===== config.mk =====
export PLATFORM = sky130hd
export DESIGN_NAME = color_median_select_3x3_unit_flat
export DESIGN_NICKNAME = d
export VERILOG_FILES = /design/src/rtl/core/cms_pkg.sv /design/src/rtl/core/cms_ifs.sv /design/src/rtl/core/cms_key_stage.sv /design/src/rtl/core/cms_compare_stage.sv /design/src/rtl/core/cms_rank_stage.sv /design/src/rtl/core/color_median_select_3x3_unit.sv /design/src/flat_wrapper.sv
export SDC_FILE = /design/constraint.sdc
export NUM_CORES = 1
export LEC_CHECK = 0
export ABC_CLOCK_PERIOD_IN_PS = 9300
export BUFFER_PORTS_ARGS = -buffer_cell sky130_fd_sc_hd__buf_4
export CORE_MARGIN = 3
export CORE_UTILIZATION = 45
export CTS_CLUSTER_SIZE = 16
export DETAILED_ROUTE_END_ITERATION = 10
export PLACE_DENSITY = 0.61
export SLEW_MARGIN = 25
export SYNTH_ARGS = -nofsm -noshare
export SYNTH_HDL_FRONTEND = slang
export SYNTH_SLANG_ARGS = --single-unit

===== constraint.sdc =====
create_clock -name clk -period 9.3 [get_ports clk]
set_clock_uncertainty 0.2 [all_clocks]
set_input_delay 0.465 -clock clk [delete_from_list [all_inputs] [get_ports clk]]
set_output_delay 0.465 -clock clk [all_outputs]
set_load 0.005 [all_outputs]

===== src/rtl/core/cms_pkg.sv =====
// Shared types, constants and helpers for the 3x3 color median select pipeline.
package cms_pkg;

    localparam int WIN_COUNT   = 9;
    localparam int MEDIAN_RANK = 4;
    localparam int PIX_W       = 24;
    localparam int CHAN_W      = 8;
    localparam int KEY_W       = 10;
    localparam int RANK_W      = $clog2(WIN_COUNT);

    typedef logic [PIX_W-1:0]  pix_t;
    typedef logic [KEY_W-1:0]  key_t;
    typedef logic [RANK_W-1:0] rank_t;

    typedef pix_t [WIN_COUNT-1:0] pix_arr_t;
    typedef key_t [WIN_COUNT-1:0] key_arr_t;

    // row k, bit m: pixel m sorts ahead of pixel k
    typedef logic [WIN_COUNT-1:0][WIN_COUNT-1:0] prec_t;
    typedef logic [WIN_COUNT-1:0] sel_t;

    // channel sum red + green + blue
    function automatic key_t pixel_key(input pix_t p);
        key_t r;
        key_t g;
        key_t b;
        r = {2'b00, p[23:16]};
        g = {2'b00, p[15:8]};
        b = {2'b00, p[7:0]};
        return r + g + b;
    endfunction

    // number of pixels ahead of this one
    function automatic rank_t count_ahead(input logic [WIN_COUNT-1:0] row);
        rank_t n;
        n = '0;
        for (int i = 0; i < WIN_COUNT; i++)
        begin
            n = n + rank_t'(row[i]);
        end
        return n;
    endfunction

endpackage


===== src/rtl/core/cms_ifs.sv =====
// Stream interfaces: 3x3 window beats in, median pixel beats out.
interface cms_win_if
    import cms_pkg::*;
();
    logic valid;
    logic ready;
    pix_t left_top;
    pix_t left_mid;
    pix_t left_bottom;
    pix_t mid_top;
    pix_t center;
    pix_t mid_bottom;
    pix_t right_top;
    pix_t right_mid;
    pix_t right_bottom;

    modport source (
        output valid, left_top, left_mid, left_bottom, mid_top, center,
               mid_bottom, right_top, right_mid, right_bottom,
        input  ready
    );
    modport sink (
        input  valid, left_top, left_mid, left_bottom, mid_top, center,
               mid_bottom, right_top, right_mid, right_bottom,
        output ready
    );
endinterface

interface cms_pix_if
    import cms_pkg::*;
();
    logic valid;
    logic ready;
    pix_t median_pixel;

    modport source (
        output valid, median_pixel,
        input  ready
    );
    modport sink (
        input  valid, median_pixel,
        output ready
    );
endinterface


===== src/rtl/core/cms_key_stage.sv =====
// Stage 1: channel-sum keys for the nine window pixels.
module cms_key_stage
    import cms_pkg::*;
(
    input  logic     clk,
    input  logic     rst_n,
    input  logic     up_valid,
    output logic     up_ready,
    input  pix_arr_t up_pix,
    output logic     dn_valid,
    input  logic     dn_ready,
    output pix_arr_t dn_pix,
    output key_arr_t dn_key
);
    logic     valid_reg;
    pix_arr_t pix_reg;
    key_arr_t key_reg;
    key_arr_t key_next;

    assign up_ready = !valid_reg || dn_ready;

    // one adder tree per pixel
    always_comb
    begin
        for (int k = 0; k < WIN_COUNT; k++)
        begin
            key_next[k] = pixel_key(up_pix[k]);
        end
    end

    always_ff @(posedge clk or negedge rst_n)
    begin
        if (!rst_n)
        begin
            valid_reg <= 1'b0;
        end
        else if (up_ready)
        begin
            valid_reg <= up_valid;
        end
    end

    always_ff @(posedge clk)
    begin
        if (up_valid && up_ready)
        begin
            pix_reg <= up_pix;
            key_reg <= key_next;
        end
    end

    assign dn_valid = valid_reg;
    assign dn_pix   = pix_reg;
    assign dn_key   = key_reg;
endmodule


===== src/rtl/core/cms_compare_stage.sv =====
// Stage 2: pairwise key compares with window-order tie break.
module cms_compare_stage
    import cms_pkg::*;
(
    input  logic     clk,
    input  logic     rst_n,
    input  logic     up_valid,
    output logic     up_ready,
    input  pix_arr_t up_pix,
    input  key_arr_t up_key,
    output logic     dn_valid,
    input  logic     dn_ready,
    output pix_arr_t dn_pix,
    output prec_t    dn_prec
);
    logic     valid_reg;
    pix_arr_t pix_reg;
    prec_t    prec_reg;
    prec_t    prec_next;

    assign up_ready = !valid_reg || dn_ready;

    // earlier window position wins on equal keys
    always_comb
    begin
        for (int k = 0; k < WIN_COUNT; k++)
        begin
            for (int m = 0; m < WIN_COUNT; m++)
            begin
                if (m < k)
                begin
                    prec_next[k][m] = (up_key[m] <= up_key[k]);
                end
                else if (m > k)
                begin
                    prec_next[k][m] = (up_key[m] < up_key[k]);
                end
                else
                begin
                    prec_next[k][m] = 1'b0;
                end
            end
        end
    end

    always_ff @(posedge clk or negedge rst_n)
    begin
        if (!rst_n)
        begin
            valid_reg <= 1'b0;
        end
        else if (up_ready)
        begin
            valid_reg <= up_valid;
        end
    end

    always_ff @(posedge clk)
    begin
        if (up_valid && up_ready)
        begin
            pix_reg  <= up_pix;
            prec_reg <= prec_next;
        end
    end

    assign dn_valid = valid_reg;
    assign dn_pix   = pix_reg;
    assign dn_prec  = prec_reg;
endmodule


===== src/rtl/core/cms_rank_stage.sv =====
// Stage 3: per-pixel rank count and one-hot pick of the median rank.
module cms_rank_stage
    import cms_pkg::*;
(
    input  logic     clk,
    input  logic     rst_n,
    input  logic     up_valid,
    output logic     up_ready,
    input  pix_arr_t up_pix,
    input  prec_t    up_prec,
    output logic     dn_valid,
    input  logic     dn_ready,
    output pix_arr_t dn_pix,
    output sel_t     dn_sel
);
    logic     valid_reg;
    pix_arr_t pix_reg;
    sel_t     sel_reg;
    sel_t     sel_next;

    assign up_ready = !valid_reg || dn_ready;

    // ranks are a permutation, so exactly one pixel matches
    always_comb
    begin
        for (int k = 0; k < WIN_COUNT; k++)
        begin
            sel_next[k] = (count_ahead(up_prec[k]) == rank_t'(MEDIAN_RANK));
        end
    end

    always_ff @(posedge clk or negedge rst_n)
    begin
        if (!rst_n)
        begin
            valid_reg <= 1'b0;
        end
        else if (up_ready)
        begin
            valid_reg <= up_valid;
        end
    end

    always_ff @(posedge clk)
    begin
        if (up_valid && up_ready)
        begin
            pix_reg <= up_pix;
            sel_reg <= sel_next;
        end
    end

    assign dn_valid = valid_reg;
    assign dn_pix   = pix_reg;
    assign dn_sel   = sel_reg;
endmodule


===== src/rtl/core/color_median_select_3x3_unit.sv =====
// Top level: four-stage pipeline that picks the median pixel of a 3x3 RGB window.
//
//   channel  | dir | payload                          | beat
//   ---------+-----+----------------------------------+---------------------------
//   window   | in  | nine 24-bit pixels, column-major | one 3x3 window
//   result   | out | median_pixel, 24 bits            | one pixel per window
//
// One window is accepted per clock while no stall reaches the window input; each result
// passes the key sum, pairwise compare, rank count and output select registers in order.
// rst_n clears the stage valid bits asynchronously; payload registers hold no reset.
// A stalled result freezes only the stages that are full behind it, so bubbles
// are squeezed out and nothing is dropped or repeated.
module color_median_select_3x3_unit
    import cms_pkg::*;
(
    input  logic       clk,
    input  logic       rst_n,
    cms_win_if.sink    window,
    cms_pix_if.source  result
);
    pix_arr_t win_pix;

    logic     s1_valid;
    logic     s1_ready;
    pix_arr_t s1_pix;
    key_arr_t s1_key;

    logic     s2_valid;
    logic     s2_ready;
    pix_arr_t s2_pix;
    prec_t    s2_prec;

    logic     s3_valid;
    logic     s3_ready;
    pix_arr_t s3_pix;
    sel_t     s3_sel;

    logic     out_valid_reg;
    pix_t     median_reg;
    pix_t     median_next;

    // window position order: column-major
    assign win_pix[0] = window.left_top;
    assign win_pix[1] = window.left_mid;
    assign win_pix[2] = window.left_bottom;
    assign win_pix[3] = window.mid_top;
    assign win_pix[4] = window.center;
    assign win_pix[5] = window.mid_bottom;
    assign win_pix[6] = window.right_top;
    assign win_pix[7] = window.right_mid;
    assign win_pix[8] = window.right_bottom;

    cms_key_stage u_key (
        .clk      (clk),
        .rst_n    (rst_n),
        .up_valid (window.valid),
        .up_ready (window.ready),
        .up_pix   (win_pix),
        .dn_valid (s1_valid),
        .dn_ready (s1_ready),
        .dn_pix   (s1_pix),
        .dn_key   (s1_key)
    );

    cms_compare_stage u_compare (
        .clk      (clk),
        .rst_n    (rst_n),
        .up_valid (s1_valid),
        .up_ready (s1_ready),
        .up_pix   (s1_pix),
        .up_key   (s1_key),
        .dn_valid (s2_valid),
        .dn_ready (s2_ready),
        .dn_pix   (s2_pix),
        .dn_prec  (s2_prec)
    );

    cms_rank_stage u_rank (
        .clk      (clk),
        .rst_n    (rst_n),
        .up_valid (s2_valid),
        .up_ready (s2_ready),
        .up_pix   (s2_pix),
        .up_prec  (s2_prec),
        .dn_valid (s3_valid),
        .dn_ready (s3_ready),
        .dn_pix   (s3_pix),
        .dn_sel   (s3_sel)
    );

    // output stage: one-hot select of the median pixel
    assign s3_ready = !out_valid_reg || result.ready;

    always_comb
    begin
        median_next = '0;
        for (int k = 0; k < WIN_COUNT; k++)
        begin
            median_next = median_next | (s3_pix[k] & {PIX_W{s3_sel[k]}});
        end
    end

    always_ff @(posedge clk or negedge rst_n)
    begin
        if (!rst_n)
        begin
            out_valid_reg <= 1'b0;
        end
        else if (s3_ready)
        begin
            out_valid_reg <= s3_valid;
        end
    end

    always_ff @(posedge clk)
    begin
        if (s3_valid && s3_ready)
        begin
            median_reg <= median_next;
        end
    end

    assign result.valid        = out_valid_reg;
    assign result.median_pixel = median_reg;
endmodule

===== src/flat_wrapper.sv =====
// flat-port wrapper written by rule: the top's interface ports become plain ports
module color_median_select_3x3_unit_flat import cms_pkg::*;
  (clk, rst_n, window_valid, window_left_top, window_left_mid, window_left_bottom, window_mid_top, window_center, window_mid_bottom, window_right_top, window_right_mid, window_right_bottom, window_ready, result_valid, result_median_pixel, result_ready);
  cms_win_if window_i ();
  cms_pix_if result_i ();
  input  logic clk;
  input  logic rst_n;
  input wire logic [$bits(window_i.valid)-1:0] window_valid;
  input wire logic [$bits(window_i.left_top)-1:0] window_left_top;
  input wire logic [$bits(window_i.left_mid)-1:0] window_left_mid;
  input wire logic [$bits(window_i.left_bottom)-1:0] window_left_bottom;
  input wire logic [$bits(window_i.mid_top)-1:0] window_mid_top;
  input wire logic [$bits(window_i.center)-1:0] window_center;
  input wire logic [$bits(window_i.mid_bottom)-1:0] window_mid_bottom;
  input wire logic [$bits(window_i.right_top)-1:0] window_right_top;
  input wire logic [$bits(window_i.right_mid)-1:0] window_right_mid;
  input wire logic [$bits(window_i.right_bottom)-1:0] window_right_bottom;
  output wire logic [$bits(window_i.ready)-1:0] window_ready;
  output wire logic [$bits(result_i.valid)-1:0] result_valid;
  output wire logic [$bits(result_i.median_pixel)-1:0] result_median_pixel;
  input wire logic [$bits(result_i.ready)-1:0] result_ready;
  assign window_i.valid = window_valid;
  assign window_i.left_top = window_left_top;
  assign window_i.left_mid = window_left_mid;
  assign window_i.left_bottom = window_left_bottom;
  assign window_i.mid_top = window_mid_top;
  assign window_i.center = window_center;
  assign window_i.mid_bottom = window_mid_bottom;
  assign window_i.right_top = window_right_top;
  assign window_i.right_mid = window_right_mid;
  assign window_i.right_bottom = window_right_bottom;
  assign window_ready = window_i.ready;
  assign result_valid = result_i.valid;
  assign result_median_pixel = result_i.median_pixel;
  assign result_i.ready = result_ready;
  color_median_select_3x3_unit u_core (.clk(clk), .rst_n(rst_n), .window(window_i), .result(result_i));
endmodule

; After elaboration in Yosys (flattened, before gate mapping)
; Index checks and enable logic that the tools add are counted.
[classes]
n_reduce_logical = 12
order_cmp = 72
eq_ne = 9
n_addsub = 81
n_div = 0
n_shift = 0
muxes = 0
multipliers = 0
bitwise = 17
[op_table]
columns = operator, count
row1 = <= comparator 10 bit, 36
row2 = less-than comparator 10 bit, 36
row3 = AND 24 bit, 9
row4 = bitwise OR 24 bit, 8
row5 = adder 4 x 1 -> 4 bit, 36
row6 = adder 9 x 8 -> 10 bit, 9
row7 = adder 8 x 8 -> 9 bit, 9
row8 = adder 3 x 1 -> 4 bit, 9
row9 = == test 4 x 3 -> 1 bit (second input constant), 9
row10 = adder 2 x 1 -> 3 bit, 9
row11 = adder 1 x 1 -> 2 bit, 9
row12 = logical AND 1 bit, 4
row13 = logical NOT 1 bit, 4
row14 = logical OR 1 bit, 4
[word_totals]
memories = 0
regBits = 847
output_inout_bits = 26
wordCells = 242
ram_bits = 0
romBits = 0
latch_bits = 0
input_bits = 220

; Depth between registers and ports, before layout
; Gate-level depths: netlist of run 1.
[depth]
ltp_word = 9
depth_mapped = 11
depth_no_buf = 11

; Hierarchy
; A second synthesis of run 1 with hierarchy kept.
[unflattened]
cells_unflattened = 2756
area_unflattened_um2 = 41308.4
[by_module_without_submodules]
columns = mod, seq_area_each_um2, instances, area_per_inst_um2, cells_each
row1 = cms_compare_stage, 8673.3, 1, 17152.7, 1354
row2 = cms_key_stage, 9213.8, 1, 13506.7, 789
row3 = cms_rank_stage, 6781.5, 1, 8707.1, 447
row4 = color_median_select_3x3_unit, 745.7, 1, 1941.9, 166

; Worst setup path before layout of run 1
; Ideal clock, no wire load.
[synth_timing]
path_type = register to register
from = register u_core.out_valid_reg, in the netlist u_core.result.valid
to = register u_core.u_key.key_reg (netlist bit u_core.u_key.dn_key[0]), enable pin
path_stages_with_launch = 4
t_required_ns = 8.392
synth_period_minus_slack_ns = 8.570
setup_time_ns = 0.708
slack_ns = 0.730
t_arrival_ns = 7.661
path_buffers = 0
cell_sequence = dfrtp_1 nor2b_1 nand4_1 and2_1
[synth_via]
elab_chain_cells = 6
[synth_lines]
columns = element, line
row1 = from (decl), color_median_select_3x3_unit.sv:38  ; logic out_valid_reg;
row2 = from (signal assigned), color_median_select_3x3_unit.sv:111  ; out_valid_reg <= s3_valid;
row3 = logical NOT 1 bit, color_median_select_3x3_unit.sv:92  ; assign s3_ready = !out_valid_reg || result.ready;
row4 = logical OR 1 bit, color_median_select_3x3_unit.sv:92
row5 = logical OR 1 bit, cms_rank_stage.sv:21  ; assign up_ready = !valid_reg || dn_ready;
row6 = logical OR 1 bit, cms_compare_stage.sv:21  ; assign up_ready = !valid_reg || dn_ready;
row7 = logical OR 1 bit, cms_key_stage.sv:20  ; assign up_ready = !valid_reg || dn_ready;
row8 = named net window_ready, flat_wrapper.sv:18  ; output wire logic [$bits(window_i.ready)-1:0] window_ready;
row9 = logical AND 1 bit, cms_key_stage.sv:45  ; if (up_valid && up_ready)
row10 = to (signal assigned), cms_key_stage.sv:48  ; key_reg <= key_next;
row11 = to (decl), cms_key_stage.sv:17  ; key_arr_t key_reg;
; The timed path passes the listed nets, and every way through them passes these cells.
; A chain may end at the register's enable or synchronous reset.

; Final worst setup path of run 1
[layout_timing]
from = register u_core.u_compare.prec_reg (netlist bit u_core.u_compare.dn_prec[46])
to = register u_core.u_rank.sel_reg[5], in the netlist u_core.u_rank.dn_sel[5], data pin
[layout_via]
elab_chain_cells = 8
[layout_lines]
columns = element, line
row1 = from (decl), cms_compare_stage.sv:18  ; prec_t prec_reg;
row2 = from (signal assigned), cms_compare_stage.sv:63  ; prec_reg <= prec_next;
row3 = adder 1 x 1 -> 2 bit, cms_pkg.sv:39  ; n = n + rank_t'(row[i]);
row4 = adder 2 x 1 -> 3 bit, cms_pkg.sv:39
row5 = adder 3 x 1 -> 4 bit, cms_pkg.sv:39
row6 = adder 4 x 1 -> 4 bit (4 in a row), cms_pkg.sv:39
row7 = == test 4 x 3 -> 1 bit, cms_rank_stage.sv:28  ; sel_next[k] = (count_ahead(up_prec[k]) == rank_t'(MEDIAN_RANK));
row8 = named net u_core.u_rank.sel_next[5], cms_rank_stage.sv:19  ; sel_t sel_next;
row9 = to (signal assigned), cms_rank_stage.sv:49  ; sel_reg <= sel_next;
row10 = to (decl), cms_rank_stage.sv:18  ; sel_t sel_reg;
; The timed path passes the listed nets, and every way through them passes these cells.

==> metrics, run 1 <==
# resized after CTS=0; Port-buffer cells=between 200 and 250; asr flop ratio synth=0.00472; Filler Cell Count=6985; crit-path max cell delay=between 0.5 and 0.6 ns; post-route ant nets=0; power per cell area=between 200 and 300 mW/mm^2; ys flop type=edfxtp_1; grt ovf=0; CTS clk-pin slew, worst paths=~0.06 ns; DR vias=about 25000; syn avg cell area=around 15 um^2; crit end category=flip-flop; Hold WC Path Type=flip-flop to flip-flop; startpoint types=flip-flop; Crit path max-delay family=adder cells; Area growth syn-to-layout=21.5%; Root Buffer=clkbuf_16; commonest cells after routing, fill and taps aside=edfxtp_1, ha_1, inv_1; Crit Path Category=flip-flop to flip-flop; Max-Cap Viols=0; post-layout util=0.553; RSZ-0062 raised after global routing=no; synthesized instance count=2651; Most Frequent Cell on Critical Path=fa_1; final setup fails=0; Post-Route Setup TNS=0 ns; Post-synth EDFFs=between 800 and 900; Final Hold Viols=0; DRT Pass-1 Iters=6; post-route DRC violation count=0; clk_lat worst skew=~0.67 ns; fin crit share=0.352; H-tree depth=3; core area=around 0.089 mm^2; Worst Path Max Fanout=2; Die ar.=roughly 0.093 mm^2; Mapped Area=approximately 0.040 mm^2; Slew Limit Fails=0; largest net degree at the start of global routing=165; Final #Nets=4000; CP arrival=between 3 and 4 ns; Worst Path Buf+Inv=3; Worst path depth=11; CP Cell Sequence=inv_1 -> fa_1 -> fa_1 -> fa_1 -> inv_1 -> ha_1 -> inv_1 -> fa_1 -> nand3_1 -> o21ai_0 -> and3b_1; Reg2Reg Setup Slack=between 6 and 7 ns; vias per std cell=~5.6; Yosys reg bits=about 850; VDD IR max=0.146 mV; CTS buffer count=89; commonest non-fill, non-tap cell in the layout=edfxtp_1; Bufs on Longest Clock Path=3; critical path's slowest cell=fa_1; HPWL after DPL=roughly 80000 um; CP endpoint=u_core.u_rank.dn_sel[5]; Max Fclk=between 0.3 and 0.4 GHz; min cycle time layout=approximately 3.3 ns; Hold Startpoint=u_core.u_compare.dn_pix[87]; global-route wire length before repair=168000 um; Syn Nets=around 3400; initial antenna violation count=0; synth warn=0; Wirelength per Cell=approximately 26 um; RR Endpoint=u_core.u_rank.dn_sel[5]; row count=around 110; share of layout cells above drive strength 1=0.125; Data required, critical path=between 9 and 10 ns; worst r2r src=u_core.u_compare.dn_prec[46]; CP startpoint=u_core.u_compare.dn_prec[46]; Initial Util=0.455; DIE HEIGHT=between 300 and 400 um; status=finished clean; All-Layer GR Usage=0.248; gpl congestion=0.917; Slew @ Worst Pin=slightly above 1 ns; vias in the first global route=between 20000 and 30000; CTS tree=built; Sink Count=around 850; Leak=0.0200 uW; DR iter-0 viols=roughly 2200; distinct cell type count after synthesis=36; WL final=between 100000 and 150000 um; top-level I/O count=approximately 250; post-synthesis sequential area ratio=0.630; Die W=305 um; Slew headroom=0.315; path depth of the worst reg2reg path=11
## timing repair
item,4_1_cts,5_1_grt
endpoints found under the hold margin,223,0
hold buffers,221,0
setup buffers,0,0
## cell usage after synthesis (all sizes together) (16+ instances only)
| cell type | number | area (um^2) |
|---|---|---|
| edfxtp | 843 | 25300 |
| ha | 450 | 5630 |
| inv | 304 | 1140 |
| fa | 117 | 2340 |
| a21oi | 106 | 531 |
| o21ai | 98 | 490 |
| a21o | 91 | 683 |
| nand2 | 75 | 282 |
| nand3 | 72 | 360 |
| nor2 | 58 | 218 |
| a221oi | 44 | 385 |
| nor3 | 38 | 190 |
| a211oi | 34 | 255 |
| xnor2 | 28 | 245 |
| nand4 | 27 | 169 |
| nand2b | 26 | 163 |
| o21a | 26 | 195 |
| o21bai | 26 | 195 |
| a222oi | 24 | 240 |
| a22o | 24 | 210 |
| a22oi | 24 | 180 |
| nor2b | 21 | 131 |
| a32o | 20 | 200 |
| clkbuf | 18 | 67.6 |
| xor2 | 16 | 140 |
## through the flow
step	hold slack (ns)	cell area (um^2)	total power (uW)	std cells	setup WS, ns
detailed placement	0.0632	43800	9110	4065	6.02
finish	0.187	49000	12800	4454	6.03
global placement	0.0615	43800	8880	4065	6.08
floorplan	-0.0306	40400	7600	2651	0.730
global route	0.198	49000	13500	4450	5.88
CTS	0.183	49000	12800	4449	6.02
## cell families after synthesis
family / share of synthesized area
AO/OA/AOI/OAI: 0.0921
XOR/XNOR: 0.00955
buffers and inverters: 0.0300
AND/OR/NAND/NOR: 0.0410
flip-flops: 0.630
adder cells (fa/ha/maj): 0.198
## worst min-delay path by stage
stage,endpoint,cells past startpoint
4_1_cts,u_core.u_rank.dn_pix[87],0
3_5_place_dp,u_core.u_key.dn_valid,1
2_1_floorplan,u_core.result.valid,0
5_1_grt,u_core.u_rank.dn_pix[87],0
6_report,u_core.u_rank.dn_pix[87],0
3_3_place_gp,u_core.result.valid,1
## power breakdown
group	leakage, uW	internal [uW]	total [uW]	switching, uW
combinational	0.0103	1510	3810	2300
clock	0.00145	2090	3620	1530
sequential	0.00818	4920	5340	422
## metal layers
metal | vias up | routed length, um | GRT usage
met5 | - | 0 | 0
li1 | 11214 | - | -
met1 | 12668 | 48800 | 0.337
met4 | 0 | 4190 | 0.0869
met3 | 200 | 7790 | 0.0394
met2 | 960 | 55000 | 0.406
## layout make-up
type	count	area (um^2)	share of cell area
antenna	4	10.0	0.000204
clock buffer	100	2270	0.0463
clock inverter	63	739	0.0151
inverter	304	1140	0.0233
multi-input combinational	1482	13700	0.280
sequential	847	25400	0.518
tap	1165	1460	0.0297
timing repair buffer	489	4270	0.0871
No activity file was read; power rests on OpenSTA's default activity.
==> run 2, diff against run 1 <==
--- a/config.mk
+++ b/config.mk
@@ -5,7 +5,8 @@
 export SDC_FILE = /design/constraint.sdc
 export NUM_CORES = 1
 export LEC_CHECK = 0
-export ABC_CLOCK_PERIOD_IN_PS = 9300
+export ABC_AREA = 1
+export ABC_CLOCK_PERIOD_IN_PS = 3300
 export BUFFER_PORTS_ARGS = -buffer_cell sky130_fd_sc_hd__buf_4
 export CORE_MARGIN = 3
 export CORE_UTILIZATION = 45
==> constraint.sdc (replaced) <==
create_clock -name clk -period 3.3 [get_ports clk]
set_clock_uncertainty 0.2 [all_clocks]
set_input_delay 0.165 -clock clk [delete_from_list [all_inputs] [get_ports clk]]
set_output_delay 0.165 -clock clk [all_outputs]
set_load 0.005 [all_outputs]
==> run 2 against run 1 <==
Compared with the run above: largest power group unchanged; sequential share of layout area shrank 2.7 points; core utilization shrank 0.13 points; area after synthesis grew 6.0%; worst setup slack lost 5.9 ns.
==> metrics, run 2 <==
Cell Area, Placed=0.0465 mm^2 (+6.2%); path depth of the worst reg2reg path=12 (+1); Filler Cell Count=7808 (+12%); Leak=0.0229 uW (+14%); DR iter-0 viols=2360 (+7.0%); commonest cells after routing, fill and taps aside=nand2_1, edfxtp_1, inv_1; Root Buffer=clkbuf_16; Yosys reg bits=847 (unchanged); top-level I/O count=246 (unchanged); Cells after DPL=5166 (+27%); distinct cell type count after synthesis=23 (-36%); status=finished clean; asr flop ratio synth=0.00472 (unchanged); critical path's slowest cell=fa_1; CP Cell Sequence=inv_2 -> fa_1 -> fa_1 -> fa_1 -> inv_1 -> ha_2 -> inv_1 -> fa_2 -> nand4_1 -> o21ai_1 -> nand2_1 -> nor2_1; crit-path max cell delay=0.56 ns (+0.03 ns); global-route wire length before repair=167000 um (-0.71%); CTS tree=built; Worst Path Max Fanout=2 (unchanged); post-synthesis sequential area ratio=0.594 (-0.0359); HPWL after DPL=82400 um (+0.50%); clk_lat worst skew=0.67 ns (about the same); post-route ant nets=0 (unchanged); Setup WS pre-CTS=0.0938 ns (-5.92 ns); Final Hold Viols=0 (unchanged); hold depth=2 (+2); vias per std cell=4.98 (-12%); post-synth top area cell=edfxtp_1; Final #Nets=5030 (+26%); Die ar.=0.0988 mm^2 (+5.9%); CTS clk-pin slew, worst paths=0.06 ns (about the same); Synth top cells by count=nand2_1, edfxtp_1, inv_1; fin cells=5567 (+25%); Sink Count=847 (unchanged); Syn Nets=4443 (+29%); CP arrival=3.39 ns (-0.05 ns); DIE HEIGHT=314 um (+2.9%); Mapped Area=0.0428 mm^2 (+6.0%); final setup fails=0 (unchanged); final setup margin=0.108 ns (-5.92 ns); syn avg cell area=11.7 um^2 (-23%); vias in the first global route=27147 (+6.1%); min cycle time layout=3.19 ns (-0.0825 ns); Area growth syn-to-layout=20.9%; power per cell area=712 mW/mm^2 (+170%); RSZ-0062 raised after global routing=yes; grt ovf=0 (unchanged); Data required, critical path=3.50 ns (-5.97 ns); CTS buffer count=86 (-3.4%); DRT Pass-1 Iters=6 (unchanged); Wirelength per Cell=20.4 um (-22%); Post-Route Setup TNS=0 ns (unchanged); Post-synth EDFFs=843 (unchanged); Max-Cap Viols=0 (unchanged); design area=0.0517 mm^2 (+5.5%); synth warn=0 (unchanged); Hold WC Path Type=primary input to flip-flop; Die W=314 um (+2.9%); Slew @ Worst Pin=1.12 ns (+0.0906 ns); initial antenna violation count=3 (+3); ys flop type=edfxtp_1; Crit Path Category=flip-flop to flip-flop; crit end category=flip-flop; All-Layer GR Usage=0.232 (-0.0158); Bufs on Longest Clock Path=3 (unchanged); post-route DRC violation count=0 (unchanged); Initial Util=0.456 (+0.00122); commonest non-fill, non-tap cell in the layout=nand2_1; Max Fclk=0.313 GHz (+2.6%); row count=112 (+2.8%); Power, Total=36800 uW (+190%); startpoint types=flip-flop; VDD IR max=0.397 mV (+170%); Slew headroom=0.255 (-0.0604); synthesized instance count=3656 (+38%); gpl congestion=0.868 (-5.3%); Synth top area share=0.592 (-0.0357); H-tree depth=3 (unchanged); largest net degree at the start of global routing=156 (-5.5%); core area=0.0937 mm^2 (+5.8%); fin crit share=0.967 (+0.615); WL final=113000 um (-2.1%); top cells by area, synth=edfxtp_1, ha_1, nand2_1; top-count cell post-synth=nand2_1; share of layout cells above drive strength 1=0.105 (-0.0196); Slew Limit Fails=0 (unchanged); DR vias=27697 (+11%); Port-buffer cells=245 (unchanged); Most Frequent Cell on Critical Path=fa_1
-- run 2: cells by family (layout without fill, tap and decap cells) --
| family | count (synthesis) | after routing | share of synthesized area |
|---|---|---|---|
| AO/OA/AOI/OAI | 219 | 219 | 0.0331 |
| XOR/XNOR | 27 | 27 | 0.00553 |
| adder cells (fa/ha/maj) | 567 | 567 | 0.186 |
| buffers and inverters | 592 | 1246 | 0.0525 |
| flip-flops | 847 | 847 | 0.594 |
| other | 0 | 3 | 0 |
| AND/OR/NAND/NOR | 1404 | 1404 | 0.129 |
-- run 2: final timing paths --
kind,slack [ns],to,start
min in group asynchronous,0.21,u_core.u_rank.dn_valid,rst_n
setup / recovery,0.11,u_core.u_rank.dn_sel[6],u_core.u_compare.dn_prec[57]
hold / removal,0.04,u_core.u_key.dn_pix[36],window_left_mid[12]
hold reg to reg,0.21,u_core.u_rank.dn_pix[158],u_core.u_compare.dn_pix[158]
setup reg to reg,0.11,u_core.u_rank.dn_sel[6],u_core.u_compare.dn_prec[57]
max in group asynchronous,2.51,u_core.u_key.dn_valid,rst_n
-- run 2: layout make-up --
class                   instances  area (um^2)  share of cell area
diodes                          3         7.51            0.000145
clock buffers                 100         2200              0.0426
multi-input cells            2217        15200               0.293
flip-flops and latches        847        25400               0.491
repair buffers                517         4620              0.0893
well taps                    1254         1570              0.0303
inverters                     574         2160              0.0418
clock inverters                55          586              0.0113
-- run 2: metrics by stage --
| stage | utilization | hold slack [ns] |
|---|---|---|
| detailed placement | 0.496 | -0.234 |
| floorplan | - | -0.331 |
| global placement | 0.496 | -0.236 |
| finish | 0.552 | 0.0434 |
| global route | 0.552 | 0.0168 |
| CTS | 0.551 | 0.000222 |
-- run 2: where the power goes --
| group | internal, uW | total (uW) | switching [uW] |
|---|---|---|---|
| sequential | 14200 | 15700 | 1520 |
| combinational | 4200 | 11400 | 7250 |
| clock | 5530 | 9680 | 4150 |
| total | 23900 | 36800 | 12900 |
-- run 2: what timing repair did --
action	CTS	global route
gates resized for setup	0	20
hold buffers	242	0
hold endpoints to repair	336	0
endpoints found under the setup margin	0	7
setup buffers	0	1
-- run 2: worst max-delay path: cells and delay by family (launching register included) --
family	cells	cell delay (ns)
fa+ha+maj	5	1.91
compound gates	1	0.07
flops	1	0.38
buf+inv	3	0.19
simple gates	3	0.20
-- run 2: per-layer routing --
layer / part of all wire / global-route usage / up-vias
met5: 0 / 0 / -
met4: 0.029 / 0.0706 / 0
met3: 0.056 / 0.0290 / 172
met2: 0.47 / 0.381 / 834
met1: 0.45 / 0.324 / 13272
li1: - / - / 13419
==> run 3, diff against run 2 <==
--- a/config.mk
+++ b/config.mk
@@ -7,12 +7,12 @@
 export LEC_CHECK = 0
 export ABC_AREA = 1
 export ABC_CLOCK_PERIOD_IN_PS = 3300
-export BUFFER_PORTS_ARGS = -buffer_cell sky130_fd_sc_hd__buf_4
 export CORE_MARGIN = 3
 export CORE_UTILIZATION = 45
 export CTS_CLUSTER_SIZE = 16
 export DETAILED_ROUTE_END_ITERATION = 10
-export PLACE_DENSITY = 0.61
+export DONT_BUFFER_PORTS = 1
+export PLACE_DENSITY = 0.59
 export SLEW_MARGIN = 25
 export SYNTH_ARGS = -nofsm -noshare
 export SYNTH_HDL_FRONTEND = slang
==> run 3 against run 2 <==
Compared with the run above: via count is 1.6% lower; register-to-register slack got worse by 0.02 ns; routed wire length grew 1.0%; largest cell class unchanged; worst setup slack worse by 0.016 ns; hold slack got worse by 0.0075 ns; highest routed layer is now met5; die area unchanged.
==> metrics, run 3 (synthesis results as in run 2) <==
Final #Nets=4924 (-2.1%); Die ar.=0.0988 mm^2 (unchanged); fin cells=5472 (-1.7%); Slew Limit Fails=0 (unchanged); HPWL after DPL=82500 um (+0.13%); clk_lat worst skew=0.68 ns (about the same); crit end category=flip-flop; commonest non-fill, non-tap cell in the layout=nand2_1; critical path's slowest cell=fa_1; Max-Cap Viols=0 (unchanged); post-route DRC violation count=0 (unchanged); Port-buffer cells=0 (-100%); Worst Path Max Fanout=2 (unchanged); top-level I/O count=246 (unchanged); commonest cells after routing, fill and taps aside=nand2_1, edfxtp_1, inv_1; Crit Path Category=flip-flop to flip-flop; Psw=13000 uW (+0.86%); Data required, critical path=3.50 ns (about the same); Max Fclk=0.312 GHz (-0.50%); All-Layer GR Usage=0.234 (+0.00206); path depth of the worst reg2reg path=12 (unchanged); DRT Pass-1 Iters=6 (unchanged); largest net degree at the start of global routing=90 (-42%); Bufs on Longest Clock Path=3 (unchanged); gpl congestion=0.866 (-0.31%); DR vias=27266 (-1.6%); min cycle time layout=3.21 ns (+0.0160 ns); CP startpoint=u_core.u_compare.dn_prec[27]; Wirelength per Cell=20.9 um (+2.8%); worst r2r src=u_core.u_compare.dn_prec[27]; Sink Count=847 (unchanged); RSZ-0062 raised after global routing=yes; Area growth syn-to-layout=20.0%; Slew @ Worst Pin=1.13 ns (+0.0152 ns); fin crit share=0.972 (+0.00483); crit-path max cell delay=0.57 ns (about the same); Worst Path Buf+Inv=3 (unchanged); switching share of total power=0.353 (+0.00277); VDD IR max=0.448 mV (+13%); RR Endpoint=u_core.u_rank.dn_sel[3]; DIE HEIGHT=314 um (unchanged); Initial Util=0.456 (unchanged); row count=112 (unchanged); Reg2Reg Setup Slack=0.09 ns (-0.02 ns); Slew headroom=0.245 (-0.0102); vias in the first global route=26831 (-1.2%); grt ovf=0 (unchanged); Crit path max-delay family=adder cells; post-route ant nets=0 (unchanged); final setup fails=0 (unchanged); CP endpoint=u_core.u_rank.dn_sel[3]; H-tree depth=3 (unchanged); # Post-CTS Setup Buffers=0 (unchanged); Cells after DPL=4922 (-4.7%); Worst path depth=12 (unchanged); status=finished clean; clock network power share=0.267 (+0.004); Final Hold Viols=0 (unchanged); CTS clk-pin slew, worst paths=0.06 ns (about the same); core area=0.0937 mm^2 (unchanged); Internal Pwr Total=23800 uW (-0.36%); Hold WC Path Type=primary input to flip-flop; Die W=314 um (unchanged); Leak=0.0223 uW (-2.5%); CTS buffer count=88 (+2.3%); startpoint types=flip-flop; power per cell area=718 mW/mm^2 (+0.80%); Combinational Power Share=0.307 (-0.004); Root Buffer=clkbuf_16; CP Cell Sequence=inv_1 -> fa_1 -> fa_1 -> fa_1 -> inv_1 -> ha_2 -> inv_1 -> fa_2 -> nand4_1 -> o21ai_1 -> nand2_1 -> nor2_1; initial antenna violation count=8 (+5); CP arrival=3.41 ns (+0.02 ns); Power, Total=36900 uW (about the same); sequential share of power=0.426 (about the same); vias per std cell=4.98 (+0.15%); DR iter-0 viols=2410 (+2.1%); global-route wire length before repair=168000 um (+0.31%); WL final=114000 um (+1.0%); share of layout cells above drive strength 1=0.0497 (-0.0552); CTS tree=built
## run 3: changes by cell type in the layout (fill, tap and decap cells not counted), sizes merged
cell	previous run	this run
buf	275	31
inv	579	580
clkbuf	100	114
bufinv	9	7
diode	3	9
dlygate4sd3	242	378
clkinvlp	5	6
clkinv	36	29
## run 3: cell type report
cell class	instances	area (um^2)
Sequential cell	847	25400
Fill cell	7771	42400
Multi-Input combinational cell	2217	15200
Inverter	574	2160
Antenna cell	9	22.5
Clock buffer	114	2330
Timing Repair Buffer	409	4180
Clock inverter	48	508
Tap cell	1254	1570
## run 3: timing repair
action | 4_1_cts | 5_1_grt
resized for setup | 0 | 14
endpoints found under the hold margin | 383 | 0
endpoints found under the setup margin | 0 | 8
hold buffers | 378 | 0
## run 3: how the worst min path moves through the flow
stage | slack (ns) | end | depth (start not counted) | start
floorplan | -0.33 | u_core.result.valid | 0 | rst_n
global placement | -0.33 | u_core.u_key.dn_valid | 0 | rst_n
detailed placement | -0.33 | u_core.u_key.dn_valid | 0 | rst_n
CTS | 0.0006 | u_core.u_key.dn_pix[153] | 1 | window_right_top[9]
global route | 0.009 | u_core.u_key.dn_pix[135] | 1 | window_mid_bottom[15]
finish | 0.04 | u_core.u_key.dn_pix[114] | 1 | window_center[18]
## run 3: power groups by stage
| stage | clock network (uW) | logic, uW | registers [uW] |
|---|---|---|---|
| floorplan | 0 | 7410 | 15100 |
| global route | 10500 | 13000 | 15900 |
| CTS | 10000 | 11200 | 15700 |
| global placement | 0 | 10300 | 16000 |
| finish | 9830 | 11300 | 15700 |
| detailed placement | 0 | 10700 | 15900 |
## run 3: routing by layer
layer	vias up	global-route usage	share of wire
li1	13214	-	-
met1	13055	0.323	0.44
met2	836	0.382	0.47
met3	159	0.0411	0.065
met4	2	0.0658	0.026
met5	-	0	0.000096
## run 3: stage by stage
stage / instance area (um^2) / TNS [ns] / worst slack [ns] / hold slack, ns / utilization
after floorplan: 42800 / -1724.67 / -2.47 / -0.331 / -
after global placement: 44700 / 0 / 0.173 / -0.330 / 0.476
after detailed placement: 44700 / 0 / 0.0679 / -0.330 / 0.477
after CTS: 51300 / 0 / 0.0715 / 0.000587 / 0.547
after global routing: 51300 / -0.0596 / -0.0596 / 0.00859 / 0.548
final: 51400 / 0 / 0.0925 / 0.0358 / 0.548
